==> src/sv/scsd_pkg.sv <==
`timescale 1ns / 1ps
package scsd_pkg;

  // line assembly
  localparam int LINE_MAX = 31;
  localparam int LC_W     = $clog2(LINE_MAX + 1);

  // servo slots
  localparam int SERVOS   = 4;
  localparam int CHANNELS = 4;
  localparam int CH_W     = 2;
  localparam int ITER_MAX = 3 * CHANNELS + 3;
  localparam int ITER_W   = $clog2(ITER_MAX + 1);

  // front to back queue
  localparam int QUEUE_DEPTH = 4;
  localparam int QA_W        = $clog2(QUEUE_DEPTH);
  localparam int QC_W        = $clog2(QUEUE_DEPTH + 1);

  // angle limits
  localparam logic [7:0] ANGLE_MAX   = 8'd180;
  localparam logic [7:0] ANGLE_RESET = 8'd90;
  localparam logic [9:0] ACC_SAT     = 10'd999;

  // x/45 for x below 2**18 is (x * RECIP_45) >> RECIP_SHIFT
  localparam logic [18:0] RECIP_45    = 19'd372828;
  localparam int          RECIP_SHIFT = 24;

  // characters
  localparam logic [7:0] CHR_NUL   = 8'h00;
  localparam logic [7:0] CHR_TAB   = 8'h09;
  localparam logic [7:0] CHR_LF    = 8'h0A;
  localparam logic [7:0] CHR_VT    = 8'h0B;
  localparam logic [7:0] CHR_FF    = 8'h0C;
  localparam logic [7:0] CHR_CR    = 8'h0D;
  localparam logic [7:0] CHR_SPACE = 8'h20;
  localparam logic [7:0] CHR_PLUS  = 8'h2B;
  localparam logic [7:0] CHR_COMMA = 8'h2C;
  localparam logic [7:0] CHR_MINUS = 8'h2D;
  localparam logic [7:0] CHR_ZERO  = 8'h30;
  localparam logic [7:0] CHR_NINE  = 8'h39;

  // configuration register indexes
  localparam logic [1:0] REG_MIN_PULSE = 2'd0;
  localparam logic [1:0] REG_SPAN      = 2'd1;
  localparam logic [1:0] REG_GAP       = 2'd2;

  localparam logic [11:0] MIN_PULSE_RESET = 12'd1000;
  localparam logic [11:0] SPAN_RESET      = 12'd1000;
  localparam logic [15:0] GAP_RESET       = 16'd2000;

  typedef struct packed {
    logic       action;
    logic [7:0] rx_byte;
  } in_t;

  typedef struct packed {
    logic       pin_1;
    logic       pin_2;
    logic       pin_3;
    logic       pin_4;
    logic [7:0] angle_1;
    logic [7:0] angle_2;
    logic [7:0] angle_3;
    logic [7:0] angle_4;
    logic       line_accepted;
  } out_t;

  typedef logic [SERVOS-1:0][7:0] angles_t;

  // one classified item travelling from the parser to the slot engine
  typedef struct packed {
    logic    is_tick;
    angles_t angles;
    logic    accepted;
  } entry_t;

  typedef struct packed {
    logic [11:0] min_pulse;
    logic [11:0] span;
    logic [15:0] gap;
  } cfg_t;

endpackage

==> src/sv/scsd_parse.sv <==
`timescale 1ns / 1ps
module scsd_parse import scsd_pkg::*; (
  input  logic   clk,
  input  logic   rst_n,
  input  logic   accept,
  input  in_t    item,
  output entry_t entry
);

  typedef enum logic [2:0] {
    PH_SKIP  = 3'b001,
    PH_SIGN  = 3'b010,
    PH_DIGIT = 3'b100
  } phase_t;

  logic [LC_W-1:0] line_cnt_r, line_cnt_nxt;
  logic [1:0]      field_idx_r, field_idx_nxt;
  phase_t          phase_r, phase_nxt;
  logic            neg_r, neg_nxt;
  logic [9:0]      acc_r, acc_nxt;
  logic [2:0][7:0] capt_r, capt_nxt;
  logic            failed_r, failed_nxt;
  logic            ended_r, ended_nxt;
  angles_t         angle_r, angle_nxt;

  logic        is_digit;
  logic        is_blank;
  logic [13:0] acc_grow;
  logic [7:0]  clamp_val;
  logic        line_ok;
  logic        accepted;
  logic [7:0]  c;

  assign c        = item.rx_byte;
  assign is_digit = c inside {[CHR_ZERO:CHR_NINE]};
  assign is_blank = c inside {CHR_SPACE, CHR_TAB, CHR_VT, CHR_FF};
  assign acc_grow = ({4'd0, acc_r} << 3) + ({4'd0, acc_r} << 1) + {10'd0, c[3:0]};
  assign line_ok  = !failed_r && (field_idx_r == 2'd3) && (phase_r == PH_DIGIT);

  always_comb begin
    if (neg_r) begin
      clamp_val = 8'd0;
    end else if (acc_r > {2'd0, ANGLE_MAX}) begin
      clamp_val = ANGLE_MAX;
    end else begin
      clamp_val = acc_r[7:0];
    end
  end

  always_comb begin
    line_cnt_nxt  = line_cnt_r;
    field_idx_nxt = field_idx_r;
    phase_nxt     = phase_r;
    neg_nxt       = neg_r;
    acc_nxt       = acc_r;
    capt_nxt      = capt_r;
    failed_nxt    = failed_r;
    ended_nxt     = ended_r;
    angle_nxt     = angle_r;
    accepted      = 1'b0;
    if (accept && !item.action) begin
      if (c == CHR_LF || c == CHR_CR) begin
        accepted = line_ok;
        if (line_ok) begin
          angle_nxt[0] = capt_r[0];
          angle_nxt[1] = capt_r[1];
          angle_nxt[2] = capt_r[2];
          angle_nxt[3] = clamp_val;
        end
        line_cnt_nxt  = '0;
        field_idx_nxt = '0;
        phase_nxt     = PH_SKIP;
        neg_nxt       = 1'b0;
        acc_nxt       = '0;
        failed_nxt    = 1'b0;
        ended_nxt     = 1'b0;
      end else if (line_cnt_r < LC_W'(LINE_MAX)) begin
        line_cnt_nxt = line_cnt_r + 1'b1;
        if (!(ended_r || failed_r)) begin
          if (c == CHR_NUL) begin
            ended_nxt = 1'b1;
          end else if (phase_r == PH_DIGIT) begin
            if (is_digit) begin
              acc_nxt = (acc_grow > {4'd0, ACC_SAT}) ? ACC_SAT : acc_grow[9:0];
            end else if (field_idx_r == 2'd3) begin
              ended_nxt = 1'b1;
            end else if (c == CHR_COMMA) begin
              capt_nxt[field_idx_r] = clamp_val;
              field_idx_nxt         = field_idx_r + 1'b1;
              phase_nxt             = PH_SKIP;
              acc_nxt               = '0;
              neg_nxt               = 1'b0;
            end else begin
              failed_nxt = 1'b1;
            end
          end else if (is_digit) begin
            phase_nxt = PH_DIGIT;
            acc_nxt   = {6'd0, c[3:0]};
          end else if (phase_r == PH_SKIP && is_blank) begin
            phase_nxt = PH_SKIP;
          end else if (phase_r == PH_SKIP && (c == CHR_PLUS || c == CHR_MINUS)) begin
            phase_nxt = PH_SIGN;
            neg_nxt   = (c == CHR_MINUS);
          end else begin
            failed_nxt = 1'b1;
          end
        end
      end
    end
  end

  always_ff @(posedge clk) begin
    if (!rst_n) begin
      line_cnt_r  <= '0;
      field_idx_r <= '0;
      phase_r     <= PH_SKIP;
      neg_r       <= 1'b0;
      acc_r       <= '0;
      capt_r      <= '0;
      failed_r    <= 1'b0;
      ended_r     <= 1'b0;
      angle_r     <= {SERVOS{ANGLE_RESET}};
    end else begin
      line_cnt_r  <= line_cnt_nxt;
      field_idx_r <= field_idx_nxt;
      phase_r     <= phase_nxt;
      neg_r       <= neg_nxt;
      acc_r       <= acc_nxt;
      capt_r      <= capt_nxt;
      failed_r    <= failed_nxt;
      ended_r     <= ended_nxt;
      angle_r     <= angle_nxt;
    end
  end

  assign entry.is_tick  = item.action;
  assign entry.angles   = angle_nxt;
  assign entry.accepted = accepted;

`ifndef NO_ASSERTIONS
  a_angles_in_range: assert property (@(posedge clk) disable iff (!rst_n)
    (angle_r[0] <= ANGLE_MAX) && (angle_r[1] <= ANGLE_MAX) &&
    (angle_r[2] <= ANGLE_MAX) && (angle_r[3] <= ANGLE_MAX))
    else $error("commanded angle above limit");
`endif

endmodule

==> src/sv/scsd_queue.sv <==
`timescale 1ns / 1ps
module scsd_queue import scsd_pkg::*; (
  input  logic   clk,
  input  logic   rst_n,
  input  logic   push,
  input  entry_t push_data,
  output logic   full,
  input  logic   pop,
  output logic   head_valid,
  output entry_t head
);

  entry_t          mem [QUEUE_DEPTH];
  logic [QA_W-1:0] wr_ptr_r, wr_ptr_nxt;
  logic [QA_W-1:0] rd_ptr_r, rd_ptr_nxt;
  logic [QC_W-1:0] cnt_r, cnt_nxt;
  logic            do_push;
  logic            do_pop;

  assign full       = (cnt_r == QC_W'(QUEUE_DEPTH));
  assign head_valid = (cnt_r != '0);
  assign head       = mem[rd_ptr_r];
  assign do_push    = push && !full;
  assign do_pop     = pop && head_valid;

  always_comb begin
    wr_ptr_nxt = wr_ptr_r;
    rd_ptr_nxt = rd_ptr_r;
    cnt_nxt    = cnt_r;
    if (do_push) begin
      wr_ptr_nxt = (wr_ptr_r == QA_W'(QUEUE_DEPTH - 1)) ? '0 : wr_ptr_r + 1'b1;
    end
    if (do_pop) begin
      rd_ptr_nxt = (rd_ptr_r == QA_W'(QUEUE_DEPTH - 1)) ? '0 : rd_ptr_r + 1'b1;
    end
    if (do_push && !do_pop) begin
      cnt_nxt = cnt_r + 1'b1;
    end else if (do_pop && !do_push) begin
      cnt_nxt = cnt_r - 1'b1;
    end
  end

  always_ff @(posedge clk) begin
    if (do_push) begin
      mem[wr_ptr_r] <= push_data;
    end
  end

  always_ff @(posedge clk) begin
    if (!rst_n) begin
      wr_ptr_r <= '0;
      rd_ptr_r <= '0;
      cnt_r    <= '0;
    end else begin
      wr_ptr_r <= wr_ptr_nxt;
      rd_ptr_r <= rd_ptr_nxt;
      cnt_r    <= cnt_nxt;
    end
  end

`ifndef NO_ASSERTIONS
  a_fill_bounded: assert property (@(posedge clk) disable iff (!rst_n)
    (cnt_r <= QC_W'(QUEUE_DEPTH)) &&
    ((QA_W'(wr_ptr_r - rd_ptr_r) == cnt_r[QA_W-1:0])))
    else $error("queue fill and pointers disagree");
`endif

endmodule

==> src/sv/scsd_slot.sv <==
`timescale 1ns / 1ps
module scsd_slot import scsd_pkg::*; (
  input  logic   clk,
  input  logic   rst_n,
  input  cfg_t   cfg,
  input  logic   head_valid,
  input  entry_t head,
  output logic   head_pop,
  output logic   empty,
  input  logic   pop,
  output out_t   out_data
);

  typedef enum logic [2:0] {
    ST_RUN = 3'b001,
    ST_MUL = 3'b010,
    ST_ADD = 3'b100
  } state_t;

  state_t            state_r, state_nxt;
  logic              high_r, high_nxt;
  logic [15:0]       count_r, count_nxt;
  logic [12:0]       width_r, width_nxt;
  logic [CH_W-1:0]   ch_r, ch_nxt;
  logic [ITER_W-1:0] iter_r, iter_nxt;
  logic [19:0]       prod_r, prod_nxt;
  logic [36:0]       quo_r, quo_nxt;
  logic              out_valid_r, out_valid_nxt;
  out_t              out_r, out_nxt;

  logic              out_ready;
  logic              step;
  logic              done;
  logic [CH_W-1:0]   ch_adv;
  logic [ITER_W-1:0] iter_inc;
  logic [3:0]        pin;

  assign out_ready = !out_valid_r || pop;
  assign step      = head_valid && out_ready;
  assign ch_adv    = (ch_r == CH_W'(CHANNELS - 1)) ? '0 : ch_r + 1'b1;
  assign iter_inc  = iter_r + 1'b1;

  always_comb begin
    state_nxt = state_r;
    high_nxt  = high_r;
    count_nxt = count_r;
    width_nxt = width_r;
    ch_nxt    = ch_r;
    iter_nxt  = iter_r;
    prod_nxt  = prod_r;
    quo_nxt   = quo_r;
    done      = 1'b0;
    if (step) begin
      case (state_r)
        ST_RUN: begin
          if (!head.is_tick) begin
            done = 1'b1;
          end else if (high_r) begin
            if (count_r < {3'd0, width_r}) begin
              count_nxt = count_r + 1'b1;
              done      = 1'b1;
            end else begin
              // pulse over: start the gap, or skip to the next channel
              high_nxt  = 1'b0;
              count_nxt = cfg.gap;
              if (cfg.gap == '0) begin
                ch_nxt = ch_adv;
              end
              iter_nxt = iter_inc;
              done     = (iter_inc == ITER_W'(ITER_MAX));
            end
          end else if (count_r != '0) begin
            count_nxt = count_r - 1'b1;
            if (count_r == 16'd1) begin
              ch_nxt = ch_adv;
            end
            done = 1'b1;
          end else begin
            prod_nxt  = {12'd0, head.angles[ch_r]} * {8'd0, cfg.span};
            state_nxt = ST_MUL;
          end
        end
        ST_MUL: begin
          quo_nxt   = {19'd0, prod_r[19:2]} * {18'd0, RECIP_45};
          state_nxt = ST_ADD;
        end
        ST_ADD: begin
          width_nxt = {1'b0, cfg.min_pulse} + {1'b0, quo_r[RECIP_SHIFT+11:RECIP_SHIFT]};
          high_nxt  = 1'b1;
          count_nxt = '0;
          iter_nxt  = iter_inc;
          done      = (iter_inc == ITER_W'(ITER_MAX));
          state_nxt = ST_RUN;
        end
        default: begin
          state_nxt = ST_RUN;
        end
      endcase
      if (done) begin
        iter_nxt = '0;
      end
    end
  end

  always_comb begin
    for (int j = 0; j < 4; j++) begin
      pin[j] = high_nxt && (count_nxt != '0) && (ch_nxt == CH_W'(j));
    end
  end

  always_comb begin
    out_valid_nxt = out_valid_r;
    out_nxt       = out_r;
    if (done) begin
      out_valid_nxt         = 1'b1;
      out_nxt.pin_1         = pin[0];
      out_nxt.pin_2         = pin[1];
      out_nxt.pin_3         = pin[2];
      out_nxt.pin_4         = pin[3];
      out_nxt.angle_1       = head.angles[0];
      out_nxt.angle_2       = head.angles[1];
      out_nxt.angle_3       = head.angles[2];
      out_nxt.angle_4       = head.angles[3];
      out_nxt.line_accepted = head.accepted;
    end else if (pop) begin
      out_valid_nxt = 1'b0;
    end
  end

  always_ff @(posedge clk) begin
    if (!rst_n) begin
      state_r     <= ST_RUN;
      high_r      <= 1'b0;
      count_r     <= '0;
      width_r     <= '0;
      ch_r        <= '0;
      iter_r      <= '0;
      out_valid_r <= 1'b0;
    end else begin
      state_r     <= state_nxt;
      high_r      <= high_nxt;
      count_r     <= count_nxt;
      width_r     <= width_nxt;
      ch_r        <= ch_nxt;
      iter_r      <= iter_nxt;
      out_valid_r <= out_valid_nxt;
    end
  end

  always_ff @(posedge clk) begin
    prod_r <= prod_nxt;
    quo_r  <= quo_nxt;
    out_r  <= out_nxt;
  end

  assign head_pop = done;
  assign empty    = !out_valid_r;
  assign out_data = out_r;

`ifndef NO_ASSERTIONS
  a_calc_on_tick: assert property (@(posedge clk) disable iff (!rst_n)
    (state_r != ST_RUN) |-> (head_valid && head.is_tick))
    else $error("width calculation without a tick at the head");

  a_iter_bounded: assert property (@(posedge clk) disable iff (!rst_n)
    iter_r < ITER_W'(ITER_MAX))
    else $error("slot iteration count out of range");

  a_busy_without_head: assert property (@(posedge clk) disable iff (!rst_n)
    (iter_r != '0) |-> head_valid)
    else $error("tick in progress without a queued item");
`endif

endmodule

==> src/sv/serial_commanded_four_servo_driver.sv <==
`timescale 1ns / 1ps
// four-channel rc servo driver commanded by text lines. bytes (action 0) build
// a line of up to 31 characters that ends at cr or lf; it is read as four
// comma-separated signed decimals, and only a line that gives all four
// updates the angles, each saturated then clamped to 0..180. ticks (action 1)
// step the pin sequencer: each channel in turn is high for
// min_pulse_us + angle*span_us/180 ticks, then low for gap_us ticks. every
// transfer in gives exactly one transfer out, in order, through a registered
// output. bytes, and ticks that only move a counter, stream through the slot
// engine at one per cycle while the result channel keeps popping. a tick that
// ends a pulse goes on to the gap or, with no gap, to the next slot, and each
// new slot it opens needs the width (angle*span multiply, reciprocal multiply
// for /180, add of min_pulse); with every slot empty a tick runs 15 steps. a
// four-entry queue between the line parser and the slot engine keeps input
// transfers flowing while the engine is busy.
module serial_commanded_four_servo_driver import scsd_pkg::*; (
  input  logic        clk,
  input  logic        rst_n,
  // input channel
  input  logic        push,
  output logic        full,
  input  in_t         in_data,
  // result channel
  output logic        empty,
  input  logic        pop,
  output out_t        out_data,
  // configuration writes
  input  logic        cfg_we,
  input  logic [1:0]  cfg_idx,
  input  logic [15:0] cfg_wdata
);

  cfg_t   cfg_r, cfg_nxt;
  logic   in_xfer;
  entry_t entry;
  entry_t head;
  logic   head_valid;
  logic   head_pop;

  // register file: index past the list is ignored
  always_comb begin
    cfg_nxt = cfg_r;
    if (cfg_we) begin
      case (cfg_idx)
        REG_MIN_PULSE: cfg_nxt.min_pulse = cfg_wdata[11:0];
        REG_SPAN:      cfg_nxt.span      = cfg_wdata[11:0];
        REG_GAP:       cfg_nxt.gap       = cfg_wdata;
        default:       cfg_nxt           = cfg_r;
      endcase
    end
  end

  always_ff @(posedge clk) begin
    if (!rst_n) begin
      cfg_r.min_pulse <= MIN_PULSE_RESET;
      cfg_r.span      <= SPAN_RESET;
      cfg_r.gap       <= GAP_RESET;
    end else begin
      cfg_r <= cfg_nxt;
    end
  end

  // an input transfer is parsed at once and always yields one queue entry
  assign in_xfer = push && !full;

  scsd_parse u_parse (
    .clk    (clk),
    .rst_n  (rst_n),
    .accept (in_xfer),
    .item   (in_data),
    .entry  (entry)
  );

  scsd_queue u_queue (
    .clk        (clk),
    .rst_n      (rst_n),
    .push       (in_xfer),
    .push_data  (entry),
    .full       (full),
    .pop        (head_pop),
    .head_valid (head_valid),
    .head       (head)
  );

  // slot engine owns the pin state and the output register
  scsd_slot u_slot (
    .clk        (clk),
    .rst_n      (rst_n),
    .cfg        (cfg_r),
    .head_valid (head_valid),
    .head       (head),
    .head_pop   (head_pop),
    .empty      (empty),
    .pop        (pop),
    .out_data   (out_data)
  );

endmodule

==> config.mk <==
export PLATFORM = sky130hd
export DESIGN_NAME = serial_commanded_four_servo_driver
export DESIGN_NICKNAME = d
export VERILOG_FILES = /design/src/sv/scsd_pkg.sv /design/src/sv/scsd_parse.sv /design/src/sv/scsd_queue.sv /design/src/sv/scsd_slot.sv /design/src/sv/serial_commanded_four_servo_driver.sv
export SDC_FILE = /design/constraint.sdc
export NUM_CORES = 1
export LEC_CHECK = 0
export BUFFER_PORTS_ARGS = -buffer_cell sky130_fd_sc_hd__buf_2
export CAP_MARGIN = 15
export CORE_MARGIN = 2
export CORE_UTILIZATION = 56
export CTS_CLUSTER_DIAMETER = 50
export DETAILED_ROUTE_END_ITERATION = 10
export PLACE_DENSITY = 0.79
export RECOVER_POWER = 50
export SYNTH_ARGS = -nofsm -noshare
export SYNTH_HDL_FRONTEND = slang
export SYNTH_HIERARCHICAL = 1
export SYNTH_SLANG_ARGS = --single-unit
==> constraint.sdc <==
create_clock -name clk -period 10.7 [get_ports clk]
set_input_delay 1.605 -clock clk [delete_from_list [all_inputs] [get_ports clk]]
set_output_delay 1.605 -clock clk [all_outputs]
set_load 0.005 [all_outputs]
==> results.tsv, run 1 <==
metric	value	unit
status	finished with violations	
violated checks	capacitance limit, slew limit	
Buf+Inv Stages, Crit Path	3	
CP max-delay cell	mux4_2	
layout cell share with drive strength beyond 1	0.1019	
ANT nets after route	0	
Hold-fix buffers, CTS	0	
commonest non-fill, non-tap cell in the layout	inv_1	
Synth Flop Type	edfxtp_1	
antenna violations before repair	2	
first-pass GRT wire length	90.40	mm
crit-path cells	buf_4, mux4_2, mux4_2, and2_1, fa_1, inv_1, fa_1, fa_1, inv_1, fa_1, ha_1, nor3_1, nor2_1, o41a_1, nand4_1, nand3b_1, a21o_1, a21oi_1, o2111ai_1, a21oi_1, xnor2_1	
worst reg2reg path endpoint	u_slot/prod_r[18]	
GRT overflow	0	
Critical Path Max Stage Delay	0.62	ns
Worst Setup Path Type	flip-flop to flip-flop	
Reg area	0.009460	sq mm
Max Freq	150.3	MHz
Max Used Layer	met4	
crit end category	flip-flop	
post-place setup slack	4.074	ns
PostCTS Resize Cnt	0	
Hold Crit Class	flip-flop to flip-flop	
setup violators final	0	
Routed WL per cell	18.91	microns
worst rel slew slack	-0.5183	
initial DRC count	1118	
setup TNS	0	ns
largest net degree at the start of global routing	61	
post-DP HPWL	41.17	mm
die height	214.4	microns
EDFF count, synth	203	
Hold Crit Start	u_slot/width_r[5]	
postcts setup bufs	0	
Inserted Clock Buffers	40	
most frequent cells in the layout	301 x inv_1, 231 x ha_1, 203 x edfxtp_1, 167 x dfxtp_1, 158 x fa_1	
total of max-cap violations	8	
row count	77	
worst-case reg-to-reg path depth	21	
net total in the final layout	2705	
DRT Pass-1 Iters	5	
fin crit share	0.6219	
core area	0.04393	sq mm
num ports	71	
CTS sink cnt	371	
Starting Density	0.5643	
Worst-path clk slew	0.07	ns
WP data arrival	6.95	ns
area delta synth->final	8.247	%
Hold EP	u_slot/width_r[5]	
Filler cells	3440	
GRT Util Overall	0.2444	
CP delay by family, top	adder cells	
R2R Setup Slk	4.05	ns
CP Launch Type	flip-flop	
CP required	10.99	ns
Final Hold Viols	0	
Clock Skew	0.03689	ns
vias after detailed routing	16590	
I/O Buffers	70	
RSZ-0062 raised after global routing	false	
Routed WL	55.02	mm
CP max FO	34	
CTS tree	done	
WL met1	22.56	mm
die area	0.04597	sq mm
post-synth cell types	91	
Max Slew Vio Count	334	
Seq/Total Area, Yosys	0.3816	
Cell Area, Synth	0.02479	sq mm
CTS root buffer	clkbuf_16	
async set-or-reset flop fraction in the synthesized netlist	0	
setup ws final	4.046	ns
Multi-input gate area	0.01377	sq mm
min Tclk post-route	6.654	ns
vias per cell	5.704	
clk buf depth	3	
DRC errors left	0	
vias in the first global route	17430	
Ys Warns	6	
actual slew at the worst max-slew pin	2.278	ns
H-tree depth	2	
CP most frequent cell	fa_1	
routability cong.	0.9391	
Mean Syn Cell Area	11.10	sq um
post-synthesis register bit count	371	
Die W	214.4	microns
Cells after Synth	2234	
clk_lat worst skew	0.56	ns
met2 wire length	27.58	mm
met3 wire len	2.699	mm
syn nets	2655	
Hold Crit Depth	2	
[worst min-delay path, delay by kind of cell (launching register included)]
kind,cells,cell delay (ns)
DFF,1,0.31
and+or+nand+nor,1,0.05
AOI/OAI and AO/OA,1,0.05
[per-stage QoR]
| step | hold slack [ns] | instances | cell area, sq um | utilization |
|---|---|---|---|---|
| 6_report | 0.4511 | 2909 | 26830 | 0.6108 |
| 5_1_grt | 0.4719 | 2909 | 26830 | 0.6108 |
| 2_1_floorplan | 0.4318 | 2234 | 24790 | - |
| 3_5_place_dp | 0.4462 | 2833 | 25610 | 0.5829 |
| 4_1_cts | 0.4543 | 2906 | 26910 | 0.6126 |
| 3_3_place_gp | 0.4427 | 2833 | 25610 | 0.5829 |
[registers in the layout (all words and copies together) (netlist names), 3 cells and up, named ones only]
register and count:
u_slot/quo_r 12, u_parse/phase_r 3, u_parse/capt_r 24, u_parse/acc_r 10, u_slot/prod_r 18, u_parse/line_cnt_r 5
cfg_r 40, u_queue/mem 136, u_slot/count_r 16, u_slot/out_data 37, u_slot/iter_r 4, u_slot/width_r 13
u_queue/cnt_r 3, u_slot/state_r 3, u_parse/angle_r 32
[kinds of logic after synthesis]
group / synth area share
and+or+nand+nor: 0.1267
adders and majority gates: 0.2442
buffers and inverters: 0.06213
DFF: 0.3816
AOI/OAI and AO/OA: 0.07571
muxes: 0.08711
xor gates and xnor gates: 0.02261
[Yosys cell counts, types with 42 or more instances]
master    count  area [sq um]
clkbuf_1     51         191.4
and2_1       78         488.0
fa_1        158          3163
o21ai_0      47         235.2
edfxtp_1    203          6096
nor2_1      113         424.2
ha_1        231          2890
xnor2_1      42         367.9
inv_1       301          1130
mux2i_1      80         800.8
a21oi_1      84         420.4
nor2b_1      45         281.5
nand2_1     157         589.3
dfxtp_1     168          3363
[worst max path at each step]
stage / start / endpoint / slack [ns] / cells past startpoint
2_1_floorplan: flip-flop / u_slot/prod_r[18] / 4.76 / 21
3_3_place_gp: flip-flop / u_slot/prod_r[18] / 4.23 / 21
5_1_grt: flip-flop / u_slot/prod_r[18] / 3.63 / 21
3_5_place_dp: flip-flop / u_slot/prod_r[18] / 4.07 / 19
4_1_cts: flip-flop / u_slot/prod_r[18] / 4.05 / 19
6_report: flip-flop / u_slot/prod_r[18] / 4.05 / 21
[cell type report]
class                   count  area share
multi-input cells        1482      0.5133
flip-flops and latches    371      0.3525
inverters                 302     0.04224
clock buffers              50     0.03987
well taps                 592     0.02760
repair buffers             87     0.01557
clock inverters            23    0.008719
diodes                      2   0.0001865
[layer usage]
metal / up-vias / track usage
met5: - / 0
met1: 8220 / 0.3063
met4: 0 / 0.1000
li1: 7800 / -
met2: 444 / 0.4299
met3: 129 / 0.03021
Power of run 1 is left out: the tool's default activity adds up to more than one toggle a clock period on the data nets, which glitch-free logic cannot reach.
==> inputs of run 2 (changes only) <==
--- a/config.mk
+++ b/config.mk
@@ -11,7 +11,7 @@
 export CORE_UTILIZATION = 56
 export CTS_CLUSTER_DIAMETER = 50
 export DETAILED_ROUTE_END_ITERATION = 10
-export PLACE_DENSITY = 0.79
+export PLACE_DENSITY = 0.82
 export RECOVER_POWER = 50
 export SYNTH_ARGS = -nofsm -noshare
 export SYNTH_HDL_FRONTEND = slang
==> constraint.sdc (replaced) <==
create_clock -name clk -period 5.8 [get_ports clk]
set_input_delay 0.87 -clock clk [delete_from_list [all_inputs] [get_ports clk]]
set_output_delay 0.87 -clock clk [all_outputs]
set_load 0.005 [all_outputs]
==> run 2 against run 1 <==
Compared with the run above: non-clock buffer count increased by 109; clock-buffer cell count increased by 4; clock skew decreased by 0.0075 ns; first-iteration DRC count increased by 3.8%; via count increased by 4.8%; the run ends with setup timing left; sequential cell count unchanged; wire length increased by 7.5%; global-route usage increased by 0.94 points; final area increased by 5.4%; hold slack improved by 0.0055 ns.
==> results.tsv, run 2 (synthesis results as in run 1) <==
metric	value	unit	change
layout cell share with drive strength beyond 1	0.1859		+0.08396
RSZ-0062 raised after global routing	true		
M2 GR Usage	0.4573		+0.02738
Die W	214.4	microns	unchanged
Hold WS	0.4566	ns	+0.005490 ns
most frequent cells in the layout	288 x inv_1, 210 x ha_1, 203 x edfxtp_1, 167 x dfxtp_1, 156 x fa_1		
GRT overflow	0		unchanged
path length in cells of the critical path	22		+4.8%
clk buf depth	3		unchanged
worst-case reg-to-reg path depth	22		+4.8%
CP most frequent cell	fa_1		
gr busiest metal	met2		
vias after detailed routing	17390		+4.8%
vias in the first global route	18130		+4.0%
I/O Buffers	70		unchanged
vias per cell	5.758		+0.94%
Buf+Inv Stages, Crit Path	7		+4
setup ws final	-0.1079	ns	-4.154 ns
violated checks	setup timing		
setup violators final	3		+3
met3 GRT Util	0.03518		+0.004965
setup TNS	-0.1487	ns	-0.1487 ns
Reg area	0.009463	sq mm	about the same
num ports	71		unchanged
Inserted Clock Buffers	41		+2.5%
net total in the final layout	2815		+4.1%
total of max-cap violations	0		-8
CTS sink cnt	371		unchanged
WP data arrival	6.22	ns	-0.73 ns
CP max FO	7		-79%
core area	0.04393	sq mm	unchanged
routability cong.	0.9363		-0.30%
Final Hold Viols	0		unchanged
first-pass GRT wire length	93.27	mm	+3.2%
die area	0.04597	sq mm	unchanged
CP max-delay cell	mux4_2		
area delta synth->final	14.10	%	
GRT Util Overall	0.2538		+0.009419
Hold-fix buffers, CTS	0		unchanged
Top reg by flops	u_queue/mem		
Routed WL per cell	19.59	microns	+3.6%
largest net degree at the start of global routing	66		+8.2%
Routed WL	59.17	mm	+7.5%
min Tclk post-route	5.908	ns	-0.7462 ns
clk_lat worst skew	0.59	ns	+0.03 ns
CP delay by family, top	adder cells		
antenna violations before repair	2		unchanged
CP required	6.11	ns	-4.88 ns
Hold Crit Start	u_slot/width_r[3]		
Filler cells	3215		-6.5%
initial DRC count	1161		+3.8%
worst rel slew slack	0.2657		+0.7840
CTS root buffer	clkbuf_16		
Critical Path Max Stage Delay	0.56	ns	-0.06 ns
fin crit share	1.019		+0.3967
Multi-input gate area	0.01419	sq mm	+3.0%
Max Slew Vio Count	0		-100%
Starting Density	0.5643		unchanged
commonest non-fill, non-tap cell in the layout	inv_1		
CP Launch Type	flip-flop		
Clock Skew	0.02943	ns	-0.007459 ns
die height	214.4	microns	unchanged
Hold Crit Depth	2		unchanged
Max Freq	169.3	MHz	+13%
DRT Pass-1 Iters	5		unchanged
Final Util	0.6438		+0.03301
Hold Crit Class	flip-flop to flip-flop		
status	finished with violations		
actual slew at the worst max-slew pin	1.093	ns	-1.184 ns
H-tree depth	2		unchanged
crit end category	flip-flop		
CTS tree	done		
Worst-path clk slew	0.07	ns	about the same
R2R Setup Slk	-0.11	ns	-4.15 ns
crit-path cells	buf_12, mux4_2, mux4_2, buf_6, buf_4, and2_4, fa_1, inv_1, fa_1, fa_1, fa_1, inv_2, ha_4, buf_6, a31oi_4, nand3b_1, a21o_1, a21oi_2, buf_4, o21bai_1, a21oi_1, xnor2_1		
post-DP HPWL	42.45	mm	+3.1%
worst reg2reg path endpoint	u_slot/prod_r[16]		
ANT nets after route	0		unchanged
CP endpoint	u_slot/prod_r[16]		
DRC errors left	0		unchanged
row count	77		unchanged
met1 GRT Util	0.3000		-0.006292
max reg flops	136		unchanged
Worst Setup Path Type	flip-flop to flip-flop		
-- run 2: cell count changes in the layout (fill, tap and decap cells not counted), sizes merged --
| cell | delta |
|---|---|
| buf | +135 |
| clkbuf | -22 |
| clkinv | -2 |
| clkinvlp | -2 |
| inv | +2 |
-- run 2: worst min path at each step --
stage / to / slack [ns]
4_1_cts: u_slot/width_r[3] / 0.45
3_3_place_gp: u_slot/width_r[0] / 0.44
5_1_grt: u_parse/ended_r / 0.47
2_1_floorplan: u_slot/width_r[0] / 0.43
6_report: u_slot/width_r[3] / 0.46
3_5_place_dp: u_parse/ended_r / 0.45
-- run 2: worst min-delay path: stages, from the launching register on --
cell,delay [ns]
dfxtp_1,0.31
nand2_1,0.05
a21oi_1,0.05
-- run 2: stage by stage --
step,std cells,area (sq um),setup slack [ns]
floorplan,2234,24830,0.002850
global placement,2903,26200,-0.005791
global route,3020,28280,-0.3025
detailed placement,2903,26200,-0.2646
CTS,2992,27860,-0.05442
finish,3020,28280,-0.1079
-- run 2: layout make-up --
class,count,area share
inverter,302,0.04008
multi-input combinational,1482,0.5017
sequential,371,0.3346
clock inverter,21,0.008316
antenna,2,0.0001769
tap,592,0.02619
timing repair buffer,196,0.04915
clock buffer,54,0.03981
-- run 2: repair_timing --
action                     4_1_cts  5_1_grt
setup buffers                   12       28
resized for setup               36       56
setup endpoints to repair        7        8
pin swaps                       26       55
cloned                           2        0
-- run 2: layer usage --
layer | part of all wire | vias to the layer above
li1 | - | 8015
met1 | 0.39 | 8694
met2 | 0.52 | 515
met3 | 0.045 | 164
met4 | 0.044 | 0
met5 | 0 | -
Power of run 2 is left out for the same reason.
